## src/sv/bsp_pkg.sv

```systemverilog
`timescale 1ns / 1ps
// ----------------------------------------------------------------------------
// bsp_pkg
// Shared constants for the batched servo pulse generator: opcodes, field
// widths, beat layouts and the register map.
// ----------------------------------------------------------------------------
package bsp_pkg;

	// Item opcodes carried on s_axis_tuser
	localparam int OPCODE_W = 2;
	localparam logic [OPCODE_W-1:0] OP_TICK   = 2'd0;
	localparam logic [OPCODE_W-1:0] OP_WRITE  = 2'd1;
	localparam logic [OPCODE_W-1:0] OP_ACTIVE = 2'd2;

	// Field widths
	localparam int IDX_W       = 8;
	localparam int WIDTH_W     = 16;
	localparam int PIN_W       = 12;
	localparam int BATCH_OUT_W = 2;

	// Beat layouts
	localparam int S_TDATA_W  = 32;
	localparam int M_TDATA_W  = 16;
	localparam int M_PIN_LSB  = 0;
	localparam int M_BATCH_LSB = 12;
	localparam int M_RUN_BIT  = 14;

	// Register map (word index = paddr[APB_ADDR_W-1:2])
	localparam int APB_ADDR_W = 3;
	localparam int APB_DATA_W = 32;
	localparam logic REG_PERIOD = 1'b0;
	localparam logic [WIDTH_W-1:0] PERIOD_RESET = 16'd3000;

endpackage

```

## src/sv/bsp_width_ram.sv

```systemverilog
`timescale 1ns / 1ps
// ----------------------------------------------------------------------------
// bsp_width_ram
// Pulse-width table: one row per batch, one 16-bit word per lane. Single
// lane write, registered whole row read. Per-entry valid bits make
// unwritten entries read as zero.
// ----------------------------------------------------------------------------
module bsp_width_ram import bsp_pkg::*; #(
	parameter int ROWS  = 3,
	parameter int LANES = 4
) (
	input  logic                            clk,
	input  logic                            arst_n,
	input  logic                            wr_en,
	input  logic [(ROWS > 1 ? $clog2(ROWS) : 1)-1:0]   wr_row,
	input  logic [(LANES > 1 ? $clog2(LANES) : 1)-1:0] wr_lane,
	input  logic [WIDTH_W-1:0]              wr_data,
	input  logic                            rd_en,
	input  logic [(ROWS > 1 ? $clog2(ROWS) : 1)-1:0]   rd_row,
	output logic [LANES-1:0][WIDTH_W-1:0]   rd_data
);

	localparam int ENTRIES = ROWS * LANES;
	localparam int VW = ENTRIES > 1 ? $clog2(ENTRIES) : 1;

	logic [LANES-1:0][WIDTH_W-1:0] mem [ROWS];
	logic [ENTRIES-1:0]            valid_q;
	logic [LANES-1:0][WIDTH_W-1:0] rd_q;
	logic [LANES-1:0]              rd_valid_q;
	logic [VW-1:0]                 wr_vidx;

	assign wr_vidx = VW'(wr_row * LANES) + VW'(wr_lane);

	always_ff @(posedge clk) begin
		if (wr_en) begin
			mem[wr_row][wr_lane] <= wr_data;
		end
		if (rd_en) begin
			rd_q <= mem[rd_row];
		end
	end

	always_ff @(posedge clk or negedge arst_n) begin
		if (!arst_n) begin
			valid_q    <= '0;
			rd_valid_q <= '0;
		end else begin
			if (wr_en) begin
				valid_q[wr_vidx] <= 1'b1;
			end
			if (rd_en) begin
				rd_valid_q <= valid_q[rd_row * LANES +: LANES];
			end
		end
	end

	// Drop words never written
	always_comb begin
		for (int l = 0; l < LANES; l++) begin
			rd_data[l] = rd_valid_q[l] ? rd_q[l] : '0;
		end
	end

endmodule

```

## src/sv/batched_servo_pulse_generator_unit.sv

```systemverilog
`timescale 1ns / 1ps
// ----------------------------------------------------------------------------
// batched_servo_pulse_generator_unit
// Multiplexed servo PWM: SERVOS pins driven LANES at a time, one batch per
// timer slot of period_ticks ticks. Items are ticks, width writes and
// run/stop commands; every item returns one beat with the pin levels.
// ----------------------------------------------------------------------------
// Flow: an accepted item moves into stage 1, then into the output register,
//   which hands the result beat over when the sink takes it.
// Throughput: one item per cycle while the sink does not stall; the tick
//   counter compare/increment loop sits in the accept stage, and the width
//   table row read for a batch latch is registered and ready for stage 1.
// Reset (arst_n low, asynchronous): halted, counter and batch zero, all pins
//   low, width table reads zero, period_ticks = 3000. No clearing pass.
// ----------------------------------------------------------------------------
module batched_servo_pulse_generator_unit import bsp_pkg::*; #(
	parameter int SERVOS = 12,
	parameter int LANES  = 4
) (
	input  logic                  clk,
	input  logic                  arst_n,

	// Item stream in
	input  logic                  s_axis_tvalid,
	output logic                  s_axis_tready,
	// [7:0] servo_index, [23:8] pulse_width, [24] active, [31:25] zero
	input  logic [S_TDATA_W-1:0]  s_axis_tdata,
	// [1:0] opcode
	input  logic [OPCODE_W-1:0]   s_axis_tuser,

	// Result stream out
	output logic                  m_axis_tvalid,
	input  logic                  m_axis_tready,
	// [11:0] pin_levels, [13:12] current_batch, [14] is_running, [15] zero
	output logic [M_TDATA_W-1:0]  m_axis_tdata,

	// Configuration
	input  logic                  psel,
	input  logic                  penable,
	input  logic                  pwrite,
	input  logic [APB_ADDR_W-1:0] paddr,
	input  logic [APB_DATA_W-1:0] pwdata,
	output logic [APB_DATA_W-1:0] prdata,
	output logic                  pready
);

	localparam int NBATCH = (SERVOS + LANES - 1) / LANES;
	localparam int BW     = NBATCH > 1 ? $clog2(NBATCH) : 1;
	localparam int LW     = LANES > 1 ? $clog2(LANES) : 1;
	// Reciprocal of LANES in 16-bit fixed point; exact quotient for 8-bit index
	localparam int RECIP  = (65536 + LANES - 1) / LANES;
	localparam int PROD_W = IDX_W + 17;

	// ------------------------------------------------------------------
	// Configuration register
	// ------------------------------------------------------------------
	logic [WIDTH_W-1:0] period_q;
	logic               cfg_sel;

	assign pready  = 1'b1;
	assign cfg_sel = (paddr[APB_ADDR_W-1:2] == REG_PERIOD);
	assign prdata  = cfg_sel ? APB_DATA_W'(period_q) : '0;

	always_ff @(posedge clk or negedge arst_n) begin
		if (!arst_n) begin
			period_q <= PERIOD_RESET;
		end else if (psel && penable && pwrite && pready && cfg_sel) begin
			period_q <= pwdata[WIDTH_W-1:0];
		end
	end

	// ------------------------------------------------------------------
	// Input unpacking
	// ------------------------------------------------------------------
	logic [OPCODE_W-1:0] opcode;
	logic [IDX_W-1:0]    servo_index;
	logic [WIDTH_W-1:0]  pulse_width;
	logic                active;

	assign opcode      = s_axis_tuser;
	assign servo_index = s_axis_tdata[IDX_W-1:0];
	assign pulse_width = s_axis_tdata[IDX_W +: WIDTH_W];
	assign active      = s_axis_tdata[IDX_W + WIDTH_W];

	// ------------------------------------------------------------------
	// Stage 0: control state update at accept
	// The counter, batch and run flag live here so that back-to-back
	// ticks see each other's effect with no bubble.
	// ------------------------------------------------------------------
	logic               accept;
	logic               advance;
	logic               s1_valid_q;

	logic [WIDTH_W-1:0] cnt_q, cnt_d;
	logic [BW-1:0]      batch_q, batch_d;
	logic               run_q, run_d;
	logic               latch_d, lower_d, clear_d;
	logic [WIDTH_W-1:0] limit;
	logic               wrap;
	logic               last_batch;

	assign advance       = !m_axis_tvalid || m_axis_tready;
	assign s_axis_tready = !s1_valid_q || advance;
	assign accept        = s_axis_tvalid && s_axis_tready;

	// Period of 0 or 1 wraps on every tick
	assign limit      = (period_q != '0) ? period_q - WIDTH_W'(1) : '0;
	assign wrap       = (cnt_q >= limit);
	assign last_batch = (batch_q == BW'(NBATCH - 1));

	always_comb begin
		cnt_d   = cnt_q;
		batch_d = batch_q;
		run_d   = run_q;
		latch_d = 1'b0;
		lower_d = 1'b0;
		clear_d = 1'b0;
		unique case (opcode)
			OP_TICK: begin
				if (run_q) begin
					if (wrap) begin
						cnt_d   = '0;
						batch_d = last_batch ? '0 : batch_q + BW'(1);
						latch_d = 1'b1;
					end else begin
						cnt_d   = cnt_q + WIDTH_W'(1);
						lower_d = 1'b1;
					end
				end
			end
			OP_ACTIVE: begin
				if (active && !run_q) begin
					run_d   = 1'b1;
					cnt_d   = '0;
					batch_d = '0;
					latch_d = 1'b1;
				end else if (!active && run_q) begin
					run_d   = 1'b0;
					clear_d = 1'b1;
				end
			end
			default: begin
				// Width writes go straight to the table; unused opcode is ignored
			end
		endcase
	end

	always_ff @(posedge clk or negedge arst_n) begin
		if (!arst_n) begin
			cnt_q   <= '0;
			batch_q <= '0;
			run_q   <= 1'b0;
		end else if (accept) begin
			cnt_q   <= cnt_d;
			batch_q <= batch_d;
			run_q   <= run_d;
		end
	end

	// ------------------------------------------------------------------
	// Width table write: split servo index into row (batch) and lane
	// ------------------------------------------------------------------
	logic [PROD_W-1:0] idx_prod;
	logic [IDX_W:0]    idx_quot;
	logic [IDX_W-1:0]  idx_rem;
	logic              idx_ok;
	logic              wr_en;
	logic [BW-1:0]     wr_row;
	logic [LW-1:0]     wr_lane;

	assign idx_prod = PROD_W'(servo_index) * PROD_W'(RECIP);
	assign idx_quot = idx_prod[16 +: IDX_W + 1];
	assign idx_rem  = servo_index - IDX_W'(idx_quot * LANES);
	assign idx_ok   = (IDX_W + 1)'(servo_index) < (IDX_W + 1)'(SERVOS);
	assign wr_row   = idx_quot[BW-1:0];
	assign wr_lane  = idx_rem[LW-1:0];
	assign wr_en    = accept && (opcode == OP_WRITE) && idx_ok;

	logic [LANES-1:0][WIDTH_W-1:0] row_data;

	bsp_width_ram #(
		.ROWS  (NBATCH),
		.LANES (LANES)
	) u_width_ram (
		.clk     (clk),
		.arst_n  (arst_n),
		.wr_en   (wr_en),
		.wr_row  (wr_row),
		.wr_lane (wr_lane),
		.wr_data (pulse_width),
		.rd_en   (accept && latch_d),
		.rd_row  (batch_d),
		.rd_data (row_data)
	);

	// ------------------------------------------------------------------
	// Stage 1: lane compares and pin register, fed by the table row
	// ------------------------------------------------------------------
	logic               latch_s1, lower_s1, clear_s1, run_s1;
	logic [WIDTH_W-1:0] cnt_s1;
	logic [BW-1:0]      batch_s1;

	always_ff @(posedge clk or negedge arst_n) begin
		if (!arst_n) begin
			s1_valid_q <= 1'b0;
			latch_s1   <= 1'b0;
			lower_s1   <= 1'b0;
			clear_s1   <= 1'b0;
		end else if (s_axis_tready) begin
			s1_valid_q <= accept;
			latch_s1   <= latch_d;
			lower_s1   <= lower_d;
			clear_s1   <= clear_d;
		end
	end

	always_ff @(posedge clk) begin
		if (accept) begin
			cnt_s1   <= cnt_d;
			batch_s1 <= batch_d;
			run_s1   <= run_d;
		end
	end

	logic [LANES-1:0][WIDTH_W-1:0] cmp_q, cmp_d;
	logic [SERVOS-1:0]             pin_q, pin_d;
	logic                          move;

	assign move = s1_valid_q && advance;

	always_comb begin
		cmp_d = cmp_q;
		pin_d = pin_q;
		if (latch_s1) begin
			cmp_d = row_data;
		end
		if (clear_s1) begin
			pin_d = '0;
		end else if (latch_s1) begin
			// Raise the new batch's pins whose width is nonzero
			for (int s = 0; s < SERVOS; s++) begin
				if (BW'(s / LANES) == batch_s1 && row_data[s % LANES] != '0) begin
					pin_d[s] = 1'b1;
				end
			end
		end else if (lower_s1) begin
			// Lower a pin when its lane matches the counter; zero never matches
			for (int s = 0; s < SERVOS; s++) begin
				if (BW'(s / LANES) == batch_s1 && cmp_q[s % LANES] != '0
						&& cmp_q[s % LANES] == cnt_s1) begin
					pin_d[s] = 1'b0;
				end
			end
		end
	end

	always_ff @(posedge clk or negedge arst_n) begin
		if (!arst_n) begin
			cmp_q <= '0;
			pin_q <= '0;
		end else if (move) begin
			cmp_q <= cmp_d;
			pin_q <= pin_d;
		end
	end

	// ------------------------------------------------------------------
	// Output register: holds the result beat while the sink stalls
	// ------------------------------------------------------------------
	logic [PIN_W-1:0]       pins_out;
	logic [BATCH_OUT_W-1:0] batch_out;

	generate
		if (SERVOS >= PIN_W) begin : g_pins_trunc
			assign pins_out = pin_d[PIN_W-1:0];
		end else begin : g_pins_ext
			assign pins_out = {{(PIN_W - SERVOS){1'b0}}, pin_d};
		end
		if (BW >= BATCH_OUT_W) begin : g_batch_trunc
			assign batch_out = batch_s1[BATCH_OUT_W-1:0];
		end else begin : g_batch_ext
			assign batch_out = {{(BATCH_OUT_W - BW){1'b0}}, batch_s1};
		end
	endgenerate

	logic                   out_valid_q;
	logic [PIN_W-1:0]       out_pins_q;
	logic [BATCH_OUT_W-1:0] out_batch_q;
	logic                   out_run_q;

	always_ff @(posedge clk or negedge arst_n) begin
		if (!arst_n) begin
			out_valid_q <= 1'b0;
		end else if (advance) begin
			out_valid_q <= s1_valid_q;
		end
	end

	always_ff @(posedge clk) begin
		if (move) begin
			out_pins_q  <= pins_out;
			out_batch_q <= batch_out;
			out_run_q   <= run_s1;
		end
	end

	assign m_axis_tvalid = out_valid_q;
	assign m_axis_tdata  = {1'b0, out_run_q, out_batch_q, out_pins_q};

endmodule

```

## config.mk

```make
export PLATFORM = sky130hd
export DESIGN_NAME = batched_servo_pulse_generator_unit
export DESIGN_NICKNAME = d
export VERILOG_FILES = /design/src/sv/bsp_pkg.sv /design/src/sv/bsp_width_ram.sv /design/src/sv/batched_servo_pulse_generator_unit.sv
export SDC_FILE = /design/constraint.sdc
export NUM_CORES = 1
export LEC_CHECK = 0
export ABC_CLOCK_PERIOD_IN_PS = 6300
export BUFFER_PORTS_ARGS = -buffer_cell sky130_fd_sc_hd__buf_2
export CORE_ASPECT_RATIO = 0.9
export CORE_MARGIN = 2
export CORE_UTILIZATION = 47
export CTS_BUF_LIST = sky130_fd_sc_hd__clkbuf_8
export DETAILED_ROUTE_END_ITERATION = 8
export HOLD_SLACK_MARGIN = 0.1
export PLACE_DENSITY_LB_ADDON = 0.05
export RECOVER_POWER = 50
export SYNTH_ARGS = -nofsm -noshare
export SYNTH_HDL_FRONTEND = slang
export SYNTH_SLANG_ARGS = --single-unit
```

## constraint.sdc

```tcl
create_clock -name clk -period 6.3 [get_ports clk]
set_clock_uncertainty 0.05 [all_clocks]
set_input_delay 1.26 -clock clk [delete_from_list [all_inputs] [get_ports clk]]
set_output_delay 1.26 -clock clk [all_outputs]
set_load 0.03 [all_outputs]
```

After elaboration in Yosys (flattened, before gate mapping)
Memories as Yosys holds them, arrays and structs flattened. A register that Yosys moved wholly into a read port is not among the register bits.
Index checks and enable logic that the tools add are counted.
{"block": "op_classes", "add_sub_neg": 5, "order_cmp": 6, "eq_ne": 9, "shift": 1, "n_mux": 61, "n_bitwise": 2, "n_reduce_logical": 66}
{"op": "16-bit two-way mux", "n": 10}
{"op": "16-bit nonzero test", "n": 9}
{"op": "16-bit equality test", "n": 4}
{"op": "64-bit two-way mux", "n": 1}
{"op": "1-bit logical AND", "n": 48}
{"op": "1-bit two-way mux", "n": 38}
{"op": "12-bit two-way mux", "n": 3}
{"op": "16-bit demux with 2-bit select", "n": 1}
{"op": "16-bit one-hot mux with 2 select lines", "n": 1}
{"op": "16-bit by 1-bit adder with 16-bit output (second input constant)", "n": 1}
{"op": "16-bit greater-or-equal comparator", "n": 1}
{"op": "16-bit by 1-bit subtractor with 16-bit output (second input constant)", "n": 1}
{"op": "12-bit bitwise OR", "n": 1}
{"op": "12-bit by 5-bit variable part select with 4-bit output", "n": 1}
{"op": "8-bit by 4-bit < comparator with 1-bit output (second input constant)", "n": 1}
{"op": "2-bit two-way mux", "n": 4}
{"op": "4-bit by 5-bit < comparator with 1-bit output (second input constant)", "n": 1}
{"op": "4-bit by 2-bit adder with 4-bit output", "n": 1}
{"op": "1-bit demux with 4-bit select", "n": 1}
{"op": "2-bit equality test (second input constant)", "n": 2}
{"op": "4-bit by 1-bit greater-or-equal comparator with 1-bit output (second input constant)", "n": 1}
{"op": "1-bit zero test", "n": 4}
{"op": "2-bit zero test", "n": 2}
{"op": "2-bit one-hot mux with 2 select lines", "n": 1}
{"op": "other kinds (11)", "n": 12}
{"block": "totals", "ff_bits": 166, "mem_bits_rw": 192, "input_bits": 76, "wordCells": 173, "n_memories": 1}
{"name": "u_width_ram.mem", "words": 3, "word_bits": 64, "read_ports": 1, "rd_ports_with_merged_regs": 1, "write_ports": 1, "line_no": "bsp_width_ram.sv:26", "text": "logic [LANES-1:0][WIDTH_W-1:0] mem [ROWS];"}

Logic depth before layout (Yosys ltp)
Gate-level depths: netlist of the first run.
{"block": "depth", "ltp_word": 8, "mapped_depth": 16, "mapped_depth_nobuf": 14}

Cells and area by module
A second synthesis of the first run with hierarchy kept.
{"block": "hier_totals", "cells_unflattened": 1392, "area_unflattened_um2": 18532.8}
{"mod": "bsp_width_ram", "n_inst": 1, "cells_per_inst": 605, "area_each_um2": 10194.8, "seq_area_each_um2": 8087.8}
{"mod": "batched_servo_pulse_generator_unit", "n_inst": 1, "cells_per_inst": 787, "area_each_um2": 8338.0, "seq_area_each_um2": 3932.5}

Worst setup path after synthesis of the first run
No wires, ideal clock.
{"block": "synth_path", "kind": "register -> register", "start": "register period_q[10]", "end": "register u_width_ram.rd_q[0] (netlist name), read port of u_width_ram.mem (enable)", "t_arrival_ps": 4283, "required_ps": 5831, "setup_slack_ps": 1548, "path_stages_with_launch": 14, "n_path_buf": 2, "cell_sequence": "dfrtp_1 -> or4_1 -> nor4_1 -> nand4_1 -> clkbuf_1 -> nand2_1 -> ha_1 -> nand2_1 -> o21ai_0 -> a221oi_2 -> o221ai_2 -> buf_2 -> nand3_1 -> inv_1"}
{"block": "synth_between", "elab_chain_cells": 7, "elab_cells_between_ends": 11}
{"element": "start, declared", "line_no": "batched_servo_pulse_generator_unit.sv:57", "text": "logic [WIDTH_W-1:0] period_q;"}
{"element": "start signal, assigned", "line_no": "batched_servo_pulse_generator_unit.sv:68", "text": "period_q <= pwdata[WIDTH_W-1:0];"}
{"element": "16-bit by 1-bit subtractor with 16-bit output / 16-bit nonzero test (equally long branches)", "line_no": "batched_servo_pulse_generator_unit.sv:107", "text": "assign limit = (period_q != '0) ? period_q - WIDTH_W'(1) : '0;"}
{"element": "16-bit two-way mux (*)", "line_no": "batched_servo_pulse_generator_unit.sv:107"}
{"element": "16-bit greater-or-equal comparator (*)", "line_no": "batched_servo_pulse_generator_unit.sv:108", "text": "assign wrap = (cnt_q >= limit);"}
{"element": "1-bit two-way mux (*)", "line_no": "batched_servo_pulse_generator_unit.sv:121", "text": "if (wrap) begin"}
{"element": "1-bit two-way mux (*)", "line_no": "batched_servo_pulse_generator_unit.sv:120", "text": "if (run_q) begin"}
{"element": "1-bit one-hot mux with 2 select lines (*)", "line_no": "batched_servo_pulse_generator_unit.sv:118", "text": "unique case (opcode)"}
{"element": "1-bit logical AND (*)", "line_no": "batched_servo_pulse_generator_unit.sv:191", "text": ".rd_en (accept && latch_d),"}
{"element": "via u_width_ram.rd_en", "line_no": "bsp_width_ram.sv:18", "text": "input logic rd_en,"}
{"element": "end, declared", "line_no": "bsp_width_ram.sv:28", "text": "logic [LANES-1:0][WIDTH_W-1:0] rd_q;"}
Mark *: on every way through the listed nets, which the timed path passes. The rest lies on a longest branch.
A chain may end at the register's enable or synchronous reset.

Worst setup path after layout of the first run
{"block": "layout_path", "start": "register period_q[10]", "end": "register u_width_ram.rd_q[48] (netlist name), read port of u_width_ram.mem (enable)"}
The elaborated chain is that of the path after synthesis.

==> results of run 1 <==
[placed cells by master, fill, tap and decap left out, types with 16 or more instances in the layout]
master,n
edfxtp_1,290
nand2_1,174
dfrtp_1,125
o21ai_0,89
a21oi_1,87
clkbuf_8,77
nand3_1,76
a31oi_1,66
o21ai_1,61
buf_2,48
nor4_1,46
mux2_2,45
xor2_1,41
inv_1,40
clkbuf_1,38
xnor2_1,35
nor2_1,25
buf_4,24
ha_1,19
conb_1,18
nor3_1,17
nand2b_1,16
[stage by stage]
stage          std cells  power (mW)  worst slack [ns]  hold slack (ns)
3_5_place_dp        2035       4.686             1.059           0.3593
5_1_grt             2164       7.238            0.6325           0.3892
2_1_floorplan       1503       4.317             1.548           0.3503
4_1_cts             2164       6.971             1.002           0.3749
6_report            2165       6.898            0.9806           0.3720
3_3_place_gp        2035       4.659             1.170           0.3586
[how the worst min path moves through the flow]
stage	startpoint	end	slack [ns]
final	run_s1	out_run_q	0.37
after detailed placement	run_s1	out_run_q	0.36
after global routing	run_s1	out_run_q	0.39
after global placement	run_s1	out_run_q	0.36
after floorplan	run_s1	out_run_q	0.35
after CTS	run_s1	out_run_q	0.37
[area by class of cell]
type,count,area share (%)
Sequential cell,422,58.35
Tap cell,525,3.189
Clock buffer,77,5.144
Clock inverter,52,1.275
Antenna cell,1,0.01215
Multi-Input combinational cell,959,28.64
Timing Repair Buffer,114,3.122
Inverter,15,0.2733
[synth_stat cells, types with 2 or more instances]
cell type / n / share of area [%]
mux2i_1: 5 / 0.27
dfstp_2: 7 / 1.0
nor4_2: 2 / 0.14
a211oi_1: 14 / 0.57
nor2b_1: 15 / 0.51
o21ai_1: 62 / 1.7
buf_6: 8 / 0.49
dfrtp_1: 125 / 17
xor2_1: 41 / 1.9
edfxtp_1: 290 / 47
o21ai_0: 89 / 2.4
a31oi_1: 66 / 2.2
nand4b_1: 2 / 0.095
nor4_1: 46 / 1.6
nand4_1: 15 / 0.51
a41oi_1: 5 / 0.24
a31oi_2: 7 / 0.48
and3b_1: 2 / 0.095
ha_1: 19 / 1.3
and3_1: 4 / 0.14
nor2_1: 28 / 0.57
a21oi_1: 87 / 2.4
o21ai_2: 3 / 0.14
nand2_1: 175 / 3.6
inv_1: 14 / 0.29
conb_1: 2 / 0.041
a21oi_2: 8 / 0.38
a21o_1: 3 / 0.12
a32oi_1: 3 / 0.14
clkbuf_1: 52 / 1.1
nand3b_1: 2 / 0.081
nand3_1: 77 / 2.1
and2_1: 5 / 0.17
buf_4: 20 / 0.81
xnor2_1: 35 / 1.7
and4_1: 3 / 0.14
buf_2: 25 / 0.68
nand2b_1: 16 / 0.54
mux2_2: 46 / 2.8
nor3b_1: 6 / 0.24
nor3_1: 20 / 0.54
or2_2: 12 / 0.41
[routing by layer]
| layer | GRT usage [%] | vias to the layer above | wire length [um] |
|---|---|---|---|
| met3 | 4.954 | 63 | 3196 |
| met1 | 35.46 | 5933 | 22480 |
| li1 | - | 5703 | - |
| met2 | 35.80 | 371 | 21240 |
| met5 | 0 | - | 0 |
| met4 | 7.208 | 0 | 882 |
[power groups by stage]
| stage | Clock [mW] | Sequential (mW) | Combinational, mW |
|---|---|---|---|
| after CTS | 2.33 | 3.56 | 1.07 |
| after global placement | 0 | 3.61 | 1.05 |
| after floorplan | 0 | 3.51 | 0.803 |
| final | 2.28 | 3.57 | 1.06 |
| after global routing | 2.45 | 3.60 | 1.19 |
| after detailed placement | 0 | 3.62 | 1.07 |
[cells by family after synthesis]
group | Yosys count | share of synthesized area (%)
AO/OA/AOI/OAI | 360 | 11.66
AND/OR/NAND/NOR | 435 | 11.64
adder cells (fa/ha/maj) | 19 | 1.290
other | 2 | 0.04075
XOR/XNOR | 76 | 3.612
buffers and inverters | 122 | 3.449
flip-flops | 422 | 65.23
multiplexers | 51 | 3.082
[sequential cells by signal (all words and copies together), names as in the netlist]
signal,cells
pin_q,12
batch_out,2
run_s1,1
clear_s1,1
m_axis_tvalid,1
s1_valid_q,1
u_width_ram.valid_q,12
out_pins_q,12
cnt_q,16
batch_q,2
cnt_s1,16
cmp_q,64
u_width_ram.rd_valid_q,4
out_run_q,1
run_q,1
latch_s1,1
out_batch_q,2
u_width_ram.mem,192
u_width_ram.rd_q,64
period_q,16
lower_s1,1
==> metrics.txt, run 1 <==
vias 12.07k; Post-layout nets 1677; synthesis-to-layout area growth 11.79%; CTS tree yes; Switching Share 29.30%; Final Cell Area 20600 sq um; Max Freq 0.1880 GHz; Clk pwr share 33.0%; Reg power frac 51.7%; sequential share of the synthesized area 65.23%; Worst-path clk slew 0.06 ns; Final TNS setup 0 ns; Worst setup EP type flop; CORE AREA 38540 sq um; largest net degree at the start of global routing 83; Worst Tran Pin Value 4.222 ns; Setup CP Type flop to flop; GPL Wtd Cong 0.7919; CTS Hold Buffers Added 0; post-layout util 53.45%; Iteration-0 DRC Markers 1022; Post-DRT Antenna Nets 0; area of the multi-input gates 5899 sq um; fin crit period 5.319 ns; initial antenna violation count 1; Int Power 4.877 mW; vias per cell 5.575; vias in the first global route 11.71k; syn avg cell area 12.39 sq um; crit-path max cell delay 0.66 ns; family with the most delay on the worst path simple AND/OR/NAND/NOR gates; startpoint types flop; layout cell share with drive strength beyond 1 16.72%; number of I/O port buffers 83; Top Ports 127; post-CTS setup buffer count 0; critical path cell sequence or4_1 > nor4_1 > nand4_1 > and2_1 > ha_1 > nor2b_1 > o21ai_2 > a211oi_4 > o221ai_2 > nand3_1 > inv_2 > buf_12; Post-DP Area 19340 sq um; Gate power share 15.3%; drt wl/cell 22.08 um; RSZ-0062 raised after global routing no; fraction of registers with async set/reset 31.28%; first-pass GRT wire length 71990 um; Power Dens Cells 334.9 nW/um^2; Worst path depth 12; setup violators final 0; residual DRC count 0; Max-cap violations 1; ys flop type edfxtp_1; TritonCTS buffer count 70; Hold/Removal Path Class flop to flop; Die Height 191.9 um; Row Count 68; failing checks capacitance limit, slew limit; RR Startpoint period_q[10]; Slew HR -181.5%; WL final 47800 um; Mapped Area 18430 sq um; hold depth 0; final hold vios 0; R2R cell count 12; reg2reg end u_width_ram.rd_q[48]; max-slew violations 77; fillers 3388; Final Cycle Share 84.44%; peak supply drop 0.1662 mV; Detailed Routing Iterations Pass 1 5; Die Wd 212.7 um; CP Data Required Time 6.55 ns; Post-synth EDFFs 290; crit-path max FO 36; post-DP HPWL 30810 um; Die ar. 40810 sq um; Setup crit end u_width_ram.rd_q[48]; outcome finished with violations; Net Sw Power 2.021 mW; Global Route Usage Sum 24.01%; clock buffer depth 3; Distinct cells, synth 63; Cells after Synth 1487; WP buf/inv 2; synthesized flop and latch total 422; Leakage Power 7.714 nW; Worst path slowest cell o221ai_2; root buf cell clkbuf_8; Critical Path Start period_q[10]; register area 12020 sq um; grt ovf 0; clk_lat worst skew 0.63 ns; Worst Path Arrival 5.57 ns; Starting Density 47.82%; Post-CTS Resized 0; CTS H-tree lvls 3; clk sink count 422; Synth Warn # 0; R2R Setup Slk 0.98 ns
Note: power is estimated with default switching activity, not from simulation.
==> run 2, diff against run 1 <==
ABC_CLOCK_PERIOD_IN_PS = 4300   (was 6300)
clock period = 4.3 ns   (was 6.3 ns; I/O delays follow)
==> run 2 against run 1 <==
Against the previous run: the run still ends with capacitance limit, slew limit left; flip-flop and latch count unchanged; largest power group unchanged; clock-buffer cell count decreased by 2; total power increased by 47%; highest routed layer unchanged; die area unchanged; sequential share of layout area decreased by 0.54 points.
==> metrics.txt, run 2 (synthesized netlist as in run 1, its figures left out) <==
Slew HR -129.6%; clk sink count 422; area of the multi-input gates 5949 sq um; initial antenna violation count 0; most common library cell in the layout ignoring fill and taps edfxtp_1; CTS tree yes; register area 12020 sq um; Die Wd 212.7 um; clk_lat worst skew 0.62 ns; drt wl/cell 22.35 um; critical path cell sequence or4_4 > nor4_2 > inv_1 > nor2_1 > mux2i_1 > ha_1 > and4_1 > a221oi_4 > o221ai_4 > a21boi_4 > buf_12 > o21ai_1 > a31oi_1; crit-path max FO 33; outcome finished with violations; Row Count 68; Switching Share 29.14%; vias per cell 5.555; Worst Hold Slack 0.3759 ns; largest net degree at the start of global routing 133; Setup CP Type flop to flop; Gate power share 16.2%; Die ar. 40810 sq um; Largest Register u_width_ram.mem; vias 12.08k; Max-cap violations 3; Worst Tran Pin Value 3.444 ns; commonest non-fill, non-tap cells in the layout edfxtp_1, nand2_1, dfrtp_1; WP buf/inv 2; Worst path slowest cell or4_4; Global Route Usage Sum 24.31%; root buf cell clkbuf_8; fin crit period 4.067 ns; worst slack at placement 0.1234 ns; fillers 3353; max-slew violations 199; Final Cycle Share 94.57%; Max Freq 0.2459 GHz; TritonCTS buffer count 70; grt ovf 0; Worst Path Arrival 4.39 ns; Power Dens Cells 487.8 nW/um^2; startpoint types flop; crit-path max cell delay 0.56 ns; CTS H-tree lvls 3; Iteration-0 DRC Markers 1145; clock buffer depth 3; Top Registers u_width_ram.mem: 192 flops, cmp_q: 64 flops, u_width_ram.rd_q: 64 flops; number of I/O port buffers 83; CORE AREA 38540 sq um; CP Data Required Time 4.63 ns; Hold/Removal Path Class flop to flop; peak supply drop 0.2951 mV; Final TNS setup 0 ns; Net Sw Power 2.956 mW; post-DP HPWL 32000 um; Top Ports 127; vias in the first global route 11.54k; Reg power frac 51.3%; GPL Wtd Cong 0.8210; max reg flops 192; Int Power 7.187 mW; setup ws final 0.2333 ns; ant diodes 0; WL final 48590 um; Worst-path clk slew 0.06 ns; Starting Density 47.82%; Die Height 191.9 um; setup violators final 0; Detailed Routing Iterations Pass 1 5; first-pass GRT wire length 72720 um; layout cell share with drive strength beyond 1 17.22%; Leakage Power 7.791 nW; RSZ-0062 raised after global routing yes; Post-layout nets 1691; synthesis-to-layout area growth 12.84%; final hold vios 0; Clk pwr share 32.5%; failing checks capacitance limit, slew limit; family with the most delay on the worst path compound AO/OA/AOI/OAI gates; Worst setup EP type flop; residual DRC count 0; Post-DRT Antenna Nets 0
## run 2: worst paths after layout
path | cells after the start | to | startpoint | slack (ns)
min reg2reg | 0 | out_run_q | run_s1 | 0.38
min in group asynchronous | 2 | cnt_q[10] | arst_n | 1.34
max in group asynchronous | 2 | period_q[14] | arst_n | 0.76
min | 0 | out_run_q | run_s1 | 0.38
max reg2reg | 13 | u_width_ram.rd_q[28] | period_q[10] | 0.23
max | 13 | u_width_ram.rd_q[28] | period_q[10] | 0.23
## run 2: cell type report
cell class / instances / area share [%]
clock buffer: 75 / 4.964
clock inverter: 50 / 1.276
inverter: 15 / 0.2888
multi-input combinational: 959 / 28.61
sequential: 422 / 57.80
tap: 525 / 3.159
timing repair buffer: 128 / 3.899
## run 2: what timing repair did
| action | in CTS | in global routing |
|---|---|---|
| hold buffers | 0 | 0 |
| buffers inserted | 0 | 0 |
| endpoints found under the setup margin | 0 | 131 |
| gates resized for setup | 0 | 2 |
| endpoints found under the hold margin | 0 | 0 |
## run 2: power groups by stage
stage	clock network, mW	logic [mW]	registers (mW)
3_5_place_dp	0	1.65	5.28
4_1_cts	3.39	1.65	5.20
5_1_grt	3.56	1.82	5.26
3_3_place_gp	0	1.62	5.27
2_1_floorplan	0	1.18	5.15
6_report	3.29	1.64	5.21
## run 2: worst reg2reg max path, stage by stage (launching register included)
cell and delay (ns):
dfrtp_1 0.43, or4_4 0.56, nor4_2 0.20, inv_1 0.07
nor2_1 0.14, mux2i_1 0.26, ha_1 0.31, and4_1 0.25
a221oi_4 0.38, o221ai_4 0.22, a21boi_4 0.26, buf_12 0.24
o21ai_1 0.12, a31oi_1 0.35
## run 2: stage by stage
step	cells	instance area, sq um	util (%)	total power, mW
global placement	2049	19570	50.77	6.885
global route	2174	20790	53.95	10.65
detailed placement	2049	19570	50.77	6.927
finish	2174	20790	53.95	10.14
floorplan	1503	18540	-	6.332
CTS	2174	20870	54.14	10.24
## run 2: per-layer routing
layer  part of all wire [%]  wire [um]  global-route usage (%)  up-vias
li1                       -          -                       -     5734
met1                     49      23890                   37.38     5960
met2                     43      21090                   35.11      326
met3                    5.9       2853                   4.987       57
met4                    1.6        757                   6.213        0
met5                      0          0                       0        -
==> run 3, diff against run 2 <==
BUFFER_PORTS_ARGS = -buffer_cell sky130_fd_sc_hd__clkbuf_2   (was -buffer_cell sky130_fd_sc_hd__buf_2)
==> run 3 against run 2 <==
Against the previous run: design area up 0.16%; the run still ends with capacitance limit, slew limit left; die area unchanged; worst hold slack worse by 0.0048 ns; highest routed layer is now met5.
==> metrics.txt, run 3 (synthesized netlist as in run 1, its figures left out) <==
commonest non-fill, non-tap cells in the layout edfxtp_1, nand2_1, dfrtp_1; crit-path max cell delay 0.56 ns; number of I/O port buffers 83; Final Cell Area 20830 sq um; Max Freq 0.2478 GHz; Die Wd 212.7 um; layout cell share with drive strength beyond 1 17.30%; synthesis-to-layout area growth 13.02%; Final Cycle Share 93.84%; CTS tree yes; largest net degree at the start of global routing 129; Largest Register u_width_ram.mem; Worst Path Arrival 4.33 ns; area of the multi-input gates 5957 sq um; R2R cell count 13; Starting Density 47.82%; vias per cell 5.539; Top Ports 127; Die ar. 40810 sq um; Worst setup EP type flop; critical path cell sequence or4_4 > nor4_2 > inv_1 > nor2_1 > mux2i_1 > ha_1 > and4_1 > a221oi_4 > o21ai_2 > nand3_2 > and2_4 > buf_12 > a31oi_1; drt wl/cell 22.11 um; first-pass GRT wire length 72730 um; Max-cap violations 3; max reg flops 192; crit-path max FO 38; RR Startpoint period_q[10]; Setup CP Type flop to flop; register area 12020 sq um; clk_lat worst skew 0.62 ns; fillers 3320; Top Registers u_width_ram.mem: 192 flops, cmp_q: 64 flops, u_width_ram.rd_q: 64 flops; vias 12.07k; setup violators final 0; post-layout util 54.04%; Row Count 68; most common library cell in the layout ignoring fill and taps edfxtp_1; Final TNS setup 0 ns; Iteration-0 DRC Markers 1009; CORE AREA 38540 sq um; Post-DRT Antenna Nets 0; residual DRC count 0; Post-layout nets 1693; peak supply drop 0.2738 mV; failing checks capacitance limit, slew limit; reg2reg end u_width_ram.rd_q[56]; startpoint types flop; Leakage Power 7.815 nW; vias in the first global route 11.63k; HP Start run_s1; post-DP HPWL 32070 um; Detailed Routing Iterations Pass 1 5; TritonCTS buffer count 71; fin crit period 4.035 ns; final hold vios 0; grt ovf 0; max-slew violations 115; R2R Setup Slk 0.26 ns; root buf cell clkbuf_8; outcome finished with violations; clk sink count 422; WL final 48180 um; Slew HR -95.16%; CP Data Required Time 4.59 ns; initial antenna violation count 3; GPL Wtd Cong 0.8301; Worst Tran Pin Value 2.927 ns; Critical Path Start period_q[10]; Global Route Usage Sum 24.27%; Post-DP Area 19560 sq um; Worst path slowest cell or4_4; clock buffer depth 3; Power Dens Cells 487.1 nW/um^2; Hold/Removal Path Class flop to flop; Setup crit end u_width_ram.rd_q[56]; Die Height 191.9 um; Total Power 10.15 mW; Worst-path clk slew 0.06 ns; CTS H-tree lvls 3
[run 3: metrics by stage]
| step | instances | setup slack, ns | hold WS, ns |
|---|---|---|---|
| floorplan | 1503 | 0.01048 | 0.3503 |
| global placement | 2050 | 0.1342 | 0.3546 |
| detailed placement | 2050 | 0.1155 | 0.3624 |
| CTS | 2178 | 0.06978 | 0.1306 |
| global route | 2178 | -0.008643 | 0.3829 |
| finish | 2179 | 0.2650 | 0.3711 |
[run 3: worst min path at each step]
stage,to,cells after the start
floorplan,out_run_q,0
global placement,out_run_q,0
detailed placement,out_run_q,0
CTS,u_width_ram.valid_q[10],1
global route,out_run_q,0
finish,out_run_q,0
[run 3: final cells by class]
class | instances | area share (%)
Clock buffer | 79 | 5.220
Tap cell | 525 | 3.154
Sequential cell | 422 | 57.71
Multi-Input combinational cell | 959 | 28.60
Antenna cell | 1 | 0.01201
Inverter | 15 | 0.2884
Clock inverter | 49 | 1.105
Timing Repair Buffer | 129 | 3.905
[run 3: routing by layer]
metal	wire, um	up-vias	track usage, %
li1	-	5740	-
met1	23450	5908	37.31
met2	20980	343	34.98
met3	2792	77	4.693
met4	941	2	6.885
met5	13	-	0
[run 3: power by group]
part	total (mW)	leakage [nW]	switching, mW	internal (mW)
Sequential	5.21	4.37	0.430	4.78
Combinational	1.62	2.66	0.958	0.665
Clock	3.31	0.784	1.57	1.74
Total	10.1	7.81	2.96	7.19
[run 3: timing repair]
action                     CTS  global route
hold buffers                 0             0
setup endpoints to repair    0           131
resized for setup            0             4
buffers inserted             0             0
[run 3: critical path, delay by kind of cell, from the launching register on]
kind | cells | cell delay, ns
muxes | 1 | 0.26
DFF | 1 | 0.42
AOI/OAI and AO/OA | 3 | 0.76
buffers and inverters | 2 | 0.33
adders and majority gates | 1 | 0.31
and+or+nand+nor | 6 | 1.62
